--- config.mk ---
export PLATFORM = sky130hd
export DESIGN_NAME = countdown_timer_controller
export DESIGN_NICKNAME = d
export VERILOG_FILES = /design/src/ctc_pkg.sv /design/src/ctc_fifo.sv /design/src/ctc_decode.sv /design/src/ctc_exec.sv /design/src/countdown_timer_controller.sv
export SDC_FILE = /design/constraint.sdc
export NUM_CORES = 1
export LEC_CHECK = 0
export ABC_AREA = 1
export BUFFER_PORTS_ARGS = -buffer_cell sky130_fd_sc_hd__buf_4
export CELL_PAD_IN_SITES_DETAIL_PLACEMENT = 1
export CELL_PAD_IN_SITES_GLOBAL_PLACEMENT = 2
export CORE_UTILIZATION = 25
export CTS_BUF_LIST = sky130_fd_sc_hd__clkbuf_4
export CTS_CLUSTER_DIAMETER = 200
export DETAILED_ROUTE_END_ITERATION = 8
export GPL_TIMING_DRIVEN = 0
export HOLD_SLACK_MARGIN = 0.15
export PLACE_DENSITY = 0.57
export SYNTH_ARGS = -nofsm -noshare
export SYNTH_HDL_FRONTEND = slang
export SYNTH_SLANG_ARGS = --single-unit
export TNS_END_PERCENT = 10
--- constraint.sdc ---
create_clock -name clock -period 8.7 [get_ports clock]
set_input_delay 1.74 -clock clock [delete_from_list [all_inputs] [get_ports clock]]
set_output_delay 1.74 -clock clock [all_outputs]
set_load 0.01 [all_outputs]
--- src/ctc_pkg.sv ---
// shared types, codes and constants for the countdown timer controller
package ctc_pkg;

   localparam int CMD_DEPTH_DEF = 2;
   localparam int RSP_DEPTH_DEF = 2;

   localparam logic [5:0] TIME_MAX  = 6'd59;
   localparam logic [6:0] TIME_MOD  = 7'd60;
   localparam logic [6:0] STEP_FAST = 7'd5;
   localparam logic [6:0] STEP_SLOW = 7'd1;

   localparam logic CMD_BUTTON = 1'b0;
   localparam logic CMD_TICK   = 1'b1;

   localparam logic [3:0] BTN_IDLE       = 4'd0;
   localparam logic [3:0] BTN_LIFT       = 4'd1;
   localparam logic [3:0] BTN_PB1        = 4'd2;
   localparam logic [3:0] BTN_PB2        = 4'd3;
   localparam logic [3:0] BTN_PB31       = 4'd4;
   localparam logic [3:0] BTN_PB32       = 4'd5;
   localparam logic [3:0] BTN_PAIR_SHORT = 4'd6;
   localparam logic [3:0] BTN_PAIR_LONG  = 4'd7;
   localparam logic [3:0] BTN_ALL        = 4'd8;
   localparam logic [3:0] BTN_PB3_TAP    = 4'd9;
   localparam logic [3:0] BTN_PB3_HOLD   = 4'd10;

   typedef enum logic [2:0] {
      MODE_SET   = 3'd0,
      MODE_RUN   = 3'd1,
      MODE_PAUSE = 3'd2,
      MODE_ALARM = 3'd3,
      MODE_INFO  = 3'd4
   } mode_type;

   typedef enum logic [3:0] {
      ACT_NONE,
      ACT_RELEASED,
      ACT_SEC_UP,
      ACT_MIN_UP,
      ACT_SEC_DOWN,
      ACT_MIN_DOWN,
      ACT_START,
      ACT_ZERO,
      ACT_INFO,
      ACT_PAUSE,
      ACT_STOP,
      ACT_OTHER,
      ACT_TICK
   } act_type;

   typedef struct packed {
      act_type act;
      logic    fast;
   } cmd_type;

   typedef struct packed {
      mode_type   mode;
      logic [5:0] minutes_left;
      logic [5:0] seconds_left;
      logic       led_steady;
      logic       blink_enable;
      logic       tick_enable;
   } rsp_type;

   localparam int CMD_W = $bits(cmd_type);
   localparam int RSP_W = $bits(rsp_type);

endpackage

--- src/ctc_fifo.sv ---
// small first-in first-out queue built from registers
module ctc_fifo #(
   parameter int WIDTH = 8,
   parameter int DEPTH = 2
) (
   input  logic             clock,
   input  logic             reset,
   input  logic             push,
   output logic             full,
   input  logic [WIDTH-1:0] wr_data,
   input  logic             pop,
   output logic             empty,
   output logic [WIDTH-1:0] rd_data
);

   localparam int PTR_W = (DEPTH > 1) ? $clog2(DEPTH) : 1;
   localparam int CNT_W = $clog2(DEPTH + 1);

   logic [WIDTH-1:0] mem_ff [DEPTH];
   logic [PTR_W-1:0] wr_ptr_ff, wr_ptr_in;
   logic [PTR_W-1:0] rd_ptr_ff, rd_ptr_in;
   logic [CNT_W-1:0] count_ff, count_in;
   logic             do_push;
   logic             do_pop;

   assign full    = (count_ff == CNT_W'(DEPTH));
   assign empty   = (count_ff == '0);
   assign do_push = push && !full;
   assign do_pop  = pop && !empty;
   assign rd_data = mem_ff[rd_ptr_ff];

   always_comb begin
      wr_ptr_in = wr_ptr_ff;
      rd_ptr_in = rd_ptr_ff;
      count_in  = count_ff;
      if (do_push) begin
         wr_ptr_in = (wr_ptr_ff == PTR_W'(DEPTH - 1)) ? '0 : wr_ptr_ff + 1'b1;
      end
      if (do_pop) begin
         rd_ptr_in = (rd_ptr_ff == PTR_W'(DEPTH - 1)) ? '0 : rd_ptr_ff + 1'b1;
      end
      case ({do_push, do_pop})
         2'b10:   count_in = count_ff + 1'b1;
         2'b01:   count_in = count_ff - 1'b1;
         default: count_in = count_ff;
      endcase
   end

   always_ff @(posedge clock) begin
      if (reset) begin
         wr_ptr_ff <= '0;
         rd_ptr_ff <= '0;
         count_ff  <= '0;
      end else begin
         wr_ptr_ff <= wr_ptr_in;
         rd_ptr_ff <= rd_ptr_in;
         count_ff  <= count_in;
      end
   end

   always_ff @(posedge clock) begin
      if (do_push) begin
         mem_ff[wr_ptr_ff] <= wr_data;
      end
   end

`ifndef NO_ASSERTIONS
   a_count_range: assert property (@(posedge clock) disable iff (reset)
      count_ff <= CNT_W'(DEPTH))
      else $error("queue count beyond depth");
   a_push_full_held: assert property (@(posedge clock) disable iff (reset)
      (full && !pop) |=> full)
      else $error("full queue lost an entry without a pop");
   a_ptr_match: assert property (@(posedge clock) disable iff (reset)
      (empty || full) |-> (wr_ptr_ff == rd_ptr_ff))
      else $error("pointers disagree with count");
`endif

endmodule

--- src/ctc_decode.sv ---
// front end: classifies each request into a timer action
module ctc_decode (
   input  logic            req_command,
   input  logic [3:0]      req_button,
   input  logic            req_fast,
   output ctc_pkg::cmd_type cmd
);

   import ctc_pkg::*;

   act_type btn_act;

   always_comb begin
      unique case (req_button)
         BTN_IDLE:       btn_act = ACT_NONE;
         BTN_LIFT:       btn_act = ACT_RELEASED;
         BTN_PB1:        btn_act = ACT_SEC_UP;
         BTN_PB2:        btn_act = ACT_MIN_UP;
         BTN_PB31:       btn_act = ACT_SEC_DOWN;
         BTN_PB32:       btn_act = ACT_MIN_DOWN;
         BTN_PAIR_SHORT: btn_act = ACT_START;
         BTN_PAIR_LONG:  btn_act = ACT_ZERO;
         BTN_ALL:        btn_act = ACT_INFO;
         BTN_PB3_TAP:    btn_act = ACT_PAUSE;
         BTN_PB3_HOLD:   btn_act = ACT_STOP;
         default:        btn_act = ACT_OTHER;
      endcase
   end

   always_comb begin
      cmd.fast = req_fast;
      cmd.act  = (req_command == CMD_TICK) ? ACT_TICK : btn_act;
   end

endmodule

--- src/ctc_exec.sv ---
// back end: mode state machine, time counters and led
module ctc_exec (
   input  logic             clock,
   input  logic             reset,
   input  logic             cmd_empty,
   input  ctc_pkg::cmd_type cmd,
   output logic             cmd_pop,
   input  logic             rsp_full,
   output logic             rsp_push,
   output ctc_pkg::rsp_type rsp
);

   import ctc_pkg::*;

   mode_type   mode_ff, mode_in;
   logic [5:0] minutes_ff, minutes_in;
   logic [5:0] seconds_ff, seconds_in;
   logic [5:0] seen_ff, seen_in;
   logic       led_ff, led_in;
   logic       fire;
   logic       time_zero;
   logic [6:0] step;
   logic [6:0] sec_sum;
   logic [6:0] min_sum;
   logic [5:0] sec_up;
   logic [5:0] min_up;

   assign fire      = !cmd_empty && !rsp_full;
   assign cmd_pop   = fire;
   assign rsp_push  = fire;
   assign time_zero = (minutes_ff == '0) && (seconds_ff == '0);
   assign step      = cmd.fast ? STEP_FAST : STEP_SLOW;
   assign sec_sum   = {1'b0, seconds_ff} + step;
   assign min_sum   = {1'b0, minutes_ff} + step;
   assign sec_up    = (sec_sum >= TIME_MOD) ? 6'(sec_sum - TIME_MOD) : sec_sum[5:0];
   assign min_up    = (min_sum >= TIME_MOD) ? 6'(min_sum - TIME_MOD) : min_sum[5:0];

   // next mode
   always_comb begin
      mode_in = mode_ff;
      if (fire) begin
         unique case (mode_ff)
            MODE_SET: begin
               if (cmd.act == ACT_START && !time_zero) begin
                  mode_in = MODE_RUN;
               end else if (cmd.act == ACT_INFO) begin
                  mode_in = MODE_INFO;
               end
            end
            MODE_RUN, MODE_PAUSE: begin
               if (cmd.act == ACT_PAUSE) begin
                  mode_in = (mode_ff == MODE_RUN) ? MODE_PAUSE : MODE_RUN;
               end else if (cmd.act == ACT_STOP) begin
                  mode_in = MODE_SET;
               end else if (cmd.act == ACT_TICK && mode_ff == MODE_RUN && time_zero) begin
                  mode_in = MODE_ALARM;
               end
            end
            MODE_ALARM: begin
               if (cmd.act != ACT_NONE && cmd.act != ACT_TICK) begin
                  mode_in = MODE_SET;
               end
            end
            MODE_INFO: begin
               if (cmd.act == ACT_RELEASED) begin
                  mode_in = MODE_SET;
               end
            end
            default: mode_in = MODE_SET;
         endcase
      end
   end

   // time counters
   always_comb begin
      minutes_in = minutes_ff;
      seconds_in = seconds_ff;
      if (fire) begin
         case (mode_ff)
            MODE_SET: begin
               case (cmd.act)
                  ACT_SEC_UP:   seconds_in = sec_up;
                  ACT_MIN_UP:   minutes_in = min_up;
                  ACT_SEC_DOWN: seconds_in = (seconds_ff == '0) ? TIME_MAX : seconds_ff - 1'b1;
                  ACT_MIN_DOWN: minutes_in = (minutes_ff == '0) ? TIME_MAX : minutes_ff - 1'b1;
                  ACT_ZERO: begin
                     minutes_in = '0;
                     seconds_in = '0;
                  end
                  default: ;
               endcase
            end
            MODE_RUN: begin
               if (cmd.act == ACT_STOP) begin
                  minutes_in = '0;
                  seconds_in = '0;
               end else if (cmd.act == ACT_TICK) begin
                  if (seconds_ff != '0) begin
                     seconds_in = seconds_ff - 1'b1;
                  end else if (minutes_ff != '0) begin
                     minutes_in = minutes_ff - 1'b1;
                     seconds_in = TIME_MAX;
                  end
               end
            end
            MODE_PAUSE: begin
               if (cmd.act == ACT_STOP) begin
                  minutes_in = '0;
                  seconds_in = '0;
               end
            end
            MODE_ALARM: begin
               if (cmd.act != ACT_NONE && cmd.act != ACT_TICK) begin
                  minutes_in = '0;
                  seconds_in = '0;
               end
            end
            default: ;
         endcase
      end
   end

   // led and last seen second
   always_comb begin
      led_in  = led_ff;
      seen_in = seen_ff;
      if (fire) begin
         case (mode_in)
            MODE_RUN: begin
               if (seconds_in != seen_ff) begin
                  led_in  = !led_ff;
                  seen_in = seconds_in;
               end
            end
            MODE_ALARM: led_in = (mode_ff == MODE_ALARM) ? led_ff : 1'b1;
            default:    led_in = 1'b0;
         endcase
      end
   end

   // response fields
   always_comb begin
      rsp.mode         = mode_in;
      rsp.minutes_left = minutes_in;
      rsp.seconds_left = seconds_in;
      rsp.led_steady   = led_in;
      rsp.blink_enable = (mode_in == MODE_ALARM);
      rsp.tick_enable  = (mode_in == MODE_RUN);
   end

   always_ff @(posedge clock) begin
      if (reset) begin
         mode_ff    <= MODE_SET;
         minutes_ff <= '0;
         seconds_ff <= '0;
         seen_ff    <= '0;
         led_ff     <= 1'b0;
      end else begin
         mode_ff    <= mode_in;
         minutes_ff <= minutes_in;
         seconds_ff <= seconds_in;
         seen_ff    <= seen_in;
         led_ff     <= led_in;
      end
   end

`ifndef NO_ASSERTIONS
   a_time_range: assert property (@(posedge clock) disable iff (reset)
      (minutes_ff <= TIME_MAX) && (seconds_ff <= TIME_MAX))
      else $error("time counter out of range");
   a_alarm_led: assert property (@(posedge clock) disable iff (reset)
      (mode_ff == MODE_ALARM) |-> led_ff)
      else $error("led off during alarm");
   a_alarm_at_zero: assert property (@(posedge clock) disable iff (reset)
      (mode_ff == MODE_ALARM) |-> time_zero)
      else $error("alarm with time left");
   a_idle_hold: assert property (@(posedge clock) disable iff (reset)
      !fire |=> ($stable(mode_ff) && $stable(minutes_ff) && $stable(seconds_ff)))
      else $error("state changed without a request");
`endif

endmodule

--- src/countdown_timer_controller.sv ---
// minutes:seconds countdown timer controller top level
//
//   channel   handshake          fields
//   request   req_push/req_full  req_command, req_button, req_fast
//   response  rsp_pop/rsp_empty  rsp_mode, rsp_minutes_left, rsp_seconds_left,
//                                rsp_led_steady, rsp_blink_enable, rsp_tick_enable
//
// one request per cycle sustained while the response queue is not full; a response reaches
// the rsp ports after its request is registered in the request queue and then in the response
// queue, as the state update reads the head of the request queue and writes the response queue at the same edge
// reset is synchronous and returns the timer to set mode at 0:00 with both queues empty
// a stalled response side backs up the response queue, then the request queue,
// and only then raises req_full
module countdown_timer_controller #(
   parameter int CMD_DEPTH = ctc_pkg::CMD_DEPTH_DEF,
   parameter int RSP_DEPTH = ctc_pkg::RSP_DEPTH_DEF
) (
   input  logic       clock,
   input  logic       reset,
   input  logic       req_push,
   output logic       req_full,
   input  logic       req_command,
   input  logic [3:0] req_button,
   input  logic       req_fast,
   input  logic       rsp_pop,
   output logic       rsp_empty,
   output logic [2:0] rsp_mode,
   output logic [5:0] rsp_minutes_left,
   output logic [5:0] rsp_seconds_left,
   output logic       rsp_led_steady,
   output logic       rsp_blink_enable,
   output logic       rsp_tick_enable
);

   import ctc_pkg::*;

   cmd_type cmd_in;
   cmd_type cmd_q;
   logic    cmd_empty;
   logic    cmd_pop;
   rsp_type rsp_in;
   rsp_type rsp_q;
   logic    rsp_full;
   logic    rsp_push;

   ctc_decode u_decode (
      .req_command (req_command),
      .req_button  (req_button),
      .req_fast    (req_fast),
      .cmd         (cmd_in)
   );

   ctc_fifo #(
      .WIDTH (CMD_W),
      .DEPTH (CMD_DEPTH)
   ) u_cmd_fifo (
      .clock   (clock),
      .reset   (reset),
      .push    (req_push),
      .full    (req_full),
      .wr_data (cmd_in),
      .pop     (cmd_pop),
      .empty   (cmd_empty),
      .rd_data (cmd_q)
   );

   ctc_exec u_exec (
      .clock     (clock),
      .reset     (reset),
      .cmd_empty (cmd_empty),
      .cmd       (cmd_q),
      .cmd_pop   (cmd_pop),
      .rsp_full  (rsp_full),
      .rsp_push  (rsp_push),
      .rsp       (rsp_in)
   );

   ctc_fifo #(
      .WIDTH (RSP_W),
      .DEPTH (RSP_DEPTH)
   ) u_rsp_fifo (
      .clock   (clock),
      .reset   (reset),
      .push    (rsp_push),
      .full    (rsp_full),
      .wr_data (rsp_in),
      .pop     (rsp_pop),
      .empty   (rsp_empty),
      .rd_data (rsp_q)
   );

   assign rsp_mode         = rsp_q.mode;
   assign rsp_minutes_left = rsp_q.minutes_left;
   assign rsp_seconds_left = rsp_q.seconds_left;
   assign rsp_led_steady   = rsp_q.led_steady;
   assign rsp_blink_enable = rsp_q.blink_enable;
   assign rsp_tick_enable  = rsp_q.tick_enable;

endmodule

# Yosys cells after proc, flatten, opt, wreduce, memory -nomap -nowiden
# Memory sizes are Yosys's and may differ from the RTL's. A register that Yosys moved wholly into a read port is not among the register bits.
# Cells that the tools add are included.
[op_classes] n_addsub=14 magnitude_cmp=2 n_eq_ne=25 muxes=52 n_reduce_logical=28
[ops] operator="$mux 6" count=18
[ops] operator="$pmux 6 s4" count=2
[ops] operator="$pmux 6 s3" count=2
[ops] operator="$mux 3" count=9
[ops] operator="$eq 4x3->1 const B" count=4
[ops] operator="$eq 4x4->1 const B" count=4
[ops] operator="$mux 1" count=15
[ops] operator="$add 6x3->7" count=2
[ops] operator="$ge 7x6->1 const B" count=2
[ops] operator="$logic_not 6->1" count=2
[ops] operator="$pmux 3 s4" count=1
[ops] operator="$reduce_bool 6->1" count=2
[ops] operator="$sub 6x1->6 const B" count=2
[ops] operator="$sub 6x6->6 const B" count=2
[ops] operator="$logic_and 1x1->1" count=10
[ops] operator="$eq 3x2->1 const B" count=3
[ops] operator="$eq 2x2->1 const B" count=4
[ops] operator="$eq 4x2->1 const B" count=2
[ops] operator="$pmux 2 s2" count=2
[ops] operator="$eq 3x1->1 const B" count=2
[ops] operator="$logic_not 1->1" count=6
[ops] operator="$ne 6x6->1" count=1
[ops] operator="$add 1x1->1 const B" count=4
[ops] operator="$add 2x1->2 const B" count=2
[ops] operator="14 further kinds" count=18
[word_totals] register_bits=30 mem_bits_rw=46 mem_bits_ro=64 in_bits=10 output_inout_bits=20 word_cells=135 n_memories=3
[mem_list] name="(name not given)" depth=16 word_bits=4 read_ports=1 rd_clocked_by_memory_dff=0 write_ports=0 line="ctc_decode.sv:14" text="unique case (req_button)"
[mem_list] name="u_rsp_fifo.mem_ff" depth=2 word_bits=18 read_ports=1 rd_clocked_by_memory_dff=1 write_ports=1 line="ctc_fifo.sv:19" text="logic [WIDTH-1:0] mem_ff [DEPTH];"
[mem_list] name="u_cmd_fifo.mem_ff" depth=2 word_bits=5 read_ports=1 rd_clocked_by_memory_dff=1 write_ports=1 line="ctc_fifo.sv:19"

# Logic depth before layout (Yosys ltp)
[depth] depth_word=11 ltp_mapped=29 mapped_depth_nobuf=27

# Hierarchy
# A second synthesis with hierarchy kept.
[unflattened] cells_unflattened=595 area_unflattened_um2=4850.9
[modules_own_cells] mod="ctc_exec" n_inst=1 cells_per_inst=433 area_per_inst_um2=2571.2 seq_area_each_um2=440.4
[modules_own_cells] mod="ctc_fifo (u_rsp_fifo)" n_inst=1 cells_per_inst=96 area_per_inst_um2=1602.8 seq_area_each_um2=1181.1
[modules_own_cells] mod="ctc_fifo (u_cmd_fifo)" n_inst=1 cells_per_inst=55 area_per_inst_um2=629.4 seq_area_each_um2=400.4
[modules_own_cells] mod="ctc_decode" n_inst=1 cells_per_inst=11 area_per_inst_um2=47.5 seq_area_each_um2=0.0

# Least setup slack after synthesis
# OpenSTA, ideal clock, no wires.
[synth_path] path_type="reg-to-reg" from="reg with a tool-made name" to="reg u_exec.seen_ff[0]" setup_ns=0.113 arrival_time_ns=3.127 t_required_ns=8.587 path_slack_ns=5.460 stages_incl_launch_ff=29 path_buffers=2 period_less_slack_ns=3.240 path_cell_list="dfxtp_1 -> buf_6 -> mux2_2 -> ha_1 -> nand3_1 -> nand2_1 -> nand2_1 -> nand2_1 -> inv_1 -> ha_1 -> nand2_1 -> nand3b_1 -> o21ai_0 -> nand2_1 -> nand2_1 -> nand2_1 -> nand3_1 -> nand2_1 -> nand2_1 -> nand2_1 -> nand2_1 -> nand2_1 -> nand2_1 -> nor2_1 -> nand3_1 -> and2_1 -> buf_6 -> nor2_1 -> nor2_1"
[synth_rtl] element="end signal, assigned" line="ctc_exec.sv:162" text="seen_ff <= seen_in;"
[synth_rtl] element="end, declared" line="ctc_exec.sv:18" text="logic [5:0] seen_ff, seen_in;"

==> flow_metrics.py <==
metrics = {
    "clock_network": {
        "clkTransAtPathRegs_ns": 0.13,
        "htreeDepth": 3,
        "postCtsSetupBuffers": 0,
        "cts_resized": 0,
        "cts_buffer_depth": 2,
        "clock_latency_ns": 0.47,
        "clock-sinks": 78,
        "ctsHoldBuffers": 0,
        "root_buffer": "clkbuf_4",
        "cts_made_buffers": 9,
        "cts_tree": "done",
    },
    "global_route": {
        "track_usage": 0.149,
        "grt_pass1_vias": 4353,
        "grt_start_max_net_pins": 18,
        "grt_pass1_wl_mm": 22.2,
        "antenna_found_initial": 1,
        "overflow": 0,
    },
    "timing": {
        "skew_ns": 0.0234,
        "min_period_ns": 4.11,
        "fin_crit_sh": 0.473,
        "setup_violations": 0,
        "finalMaxSlewViolations": 0,
        "clock.fmax_mhz": 243,
        "relSlewSlack": 0.462,
        "rsz0062_at_grt": "no",
        "hold_viol": 0,
        "worst_pin_slew_ns": 0.798,
        "layout_setup_ws_ns": 4.59,
        "finalSetupTns_ns": 0,
    },
    "yosys": {
        "netlist_area_um2": 4640,
        "yosysWarnings": 0,
        "synth_edf_count": 46,
        "synth.avg_cell_area_um2": 7.93,
        "ys_seq_area_frac": 0.436,
        "synth_cell_types": 41,
        "synthCells": 585,
        "syn-num-nets": 608,
        "synthFlopType": "edfxtp_1",
        "ys_seq_elements": 78,
        "synthArstFlopShare": 0,
    },
    "route": {
        "drc": 4,
        "vias": 3998,
        "drtPass1Iterations": 6,
        "wire_per_inst_um": 15.5,
        "drtIter0Drc": 125,
        "antenna_left": 0,
        "wirelength_mm": 13.4,
        "avgViaCountPerCell": 4.64,
    },
    "die": {
        "die-area_um2": 19100,
        "dieHeight_um": 138,
        "start_util": 0.256,
        "die_x_um": 138,
        "core_um2": 18100,
        "rows": 49,
        "io_pins": 30,
    },
    "run": {
        "maxCapViolCount": 0,
    },
    "critical_path": {
        "crit_arrival_ns": 4.51,
        "crit_buf_inv": 3,
        "slowest_stage": "dfxtp_1",
        "cp_slowest_stage_delay_ns": 0.41,
        "cpMostUsedCell": "nand2_1",
        "cp-start-kind": "flop",
        "cp_top_family": "simple AND/OR/NAND/NOR gates",
        "required_ns": 9.10,
        "worstPathMaxFanout": 10,
        "crit_type": "flop to flop",
        "cp-end-kind": "flop",
        "r2r_slack_ns": 4.59,
    },
    "finish": {
        "final_nets": 649,
        "drive_gt1_frac": 0.158,
        "final_common_cell": "nand2_1",
        "area_growth_pct": 15.2,
        "layout_common_cells": "139 x nand2_1, 77 x inv_1, 58 x nor2_1",
    },
    "placement": {
        "hpwl_mm": 10.4,
        "post-place-ws_ns": 4.51,
        "gp_congestion": 0.794,
        "io_buffers": 28,
    },
    "power": {
        "leakagePower_uw": 0.00240,
        "peakVddDrop_mv": 0.0811,
        "powerDensity_nw_per_um2": 347,
    },
    "worst_hold_path": {
        "hold_class": "flop to flop",
        "min_from": "u_rsp_fifo.rd_ptr_ff",
    },
    "run_status": {
        "status": "finished with violations",
        "violations": "DRC",
    },
}
==> registers in the layout (all words and copies together) (netlist names), named ones only <==
name                  flops
u_cmd_fifo.count_ff       2
u_cmd_fifo.mem_ff        10
u_cmd_fifo.rd_ptr_ff      1
u_cmd_fifo.wr_ptr_ff      1
u_exec.led_ff             1
u_exec.minutes_ff         6
u_exec.mode_ff            3
u_exec.seconds_ff         6
u_exec.seen_ff            6
u_rsp_fifo.count_ff       2
u_rsp_fifo.mem_ff        36
u_rsp_fifo.rd_ptr_ff      1
u_rsp_fifo.wr_ptr_ff      1
==> per-layer routing <==
layer  GRT usage  part of all wire  vias to the layer above
li1            -                 -                     2024
met5           0                 0                        -
met1       0.181              0.47                     1923
met4      0.0461             0.015                        0
met2       0.267              0.49                       38
met3      0.0277             0.022                       13
==> worst paths after layout <==
path	to	depth (start not counted)
max reg2reg	u_exec.seen_ff[3]	29
min	u_rsp_fifo.rd_ptr_ff	1
min reg2reg	u_rsp_fifo.rd_ptr_ff	1
max	u_exec.seen_ff[3]	29
==> synth_stat cells, types with 2 or more instances <==
cell	instances	area, µm²
a22oi_1	2	15.0
nand2_1	139	522
inv_1	77	289
ha_1	13	163
nor2_2	2	12.5
or2_2	3	18.8
nor2_1	60	225
nand4_1	8	50.1
o21ai_2	6	52.6
inv_2	5	18.8
dfxtp_1	32	641
mux2_2	19	214
nand3b_1	5	37.5
o211ai_1	5	37.5
edfxtp_1	46	1380
buf_6	3	33.8
clkbuf_1	7	26.3
a21oi_1	28	140
o22ai_1	5	31.3
xor2_1	12	105
o21ai_0	37	185
o21ai_1	2	10.0
nand4_2	2	25.0
nand3_1	35	175
buf_2	5	25.0
o21a_1	5	37.5
nor3_1	7	35.0
nand2_2	2	12.5
==> layout make-up <==
cell class | count | area (µm²)
antenna | 1 | 2.50
buffer | 16 | 92.6
clock buffer | 9 | 67.6
clock inverter | 7 | 103
fill | 2208 | 12700
inverter | 82 | 308
multi-input combinational | 409 | 2220
sequential | 78 | 2020
tap | 229 | 287
timing repair buffer | 30 | 240
==> stage by stage <==
stage                util  total power (µW)  std cells  hold slack (ns)  area (µm²)
detailed placement  0.286              1610        844            0.454        5170
finish              0.295              1850        861            0.466        5340
global route        0.295              2040        861            0.495        5340
global placement    0.284              1580        842            0.441        5130
CTS                 0.295              1890        860            0.471        5340
floorplan               -              1260        585            0.426        4640
==> cell families after synthesis <==
group,synth area share
AO/OA/AOI/OAI,0.127
XOR/XNOR,0.0227
adder cells (fa/ha/maj),0.0351
buffers and inverters,0.0863
flip-flops,0.436
multiplexers,0.0461
AND/OR/NAND/NOR,0.247
==> report_power, final <==
part	internal, µW	total [µW]	switching [µW]
sequential	538	596	57.9
combinational	354	989	634
clock	121	267	146
No activity file was read; power rests on OpenSTA's default activity.
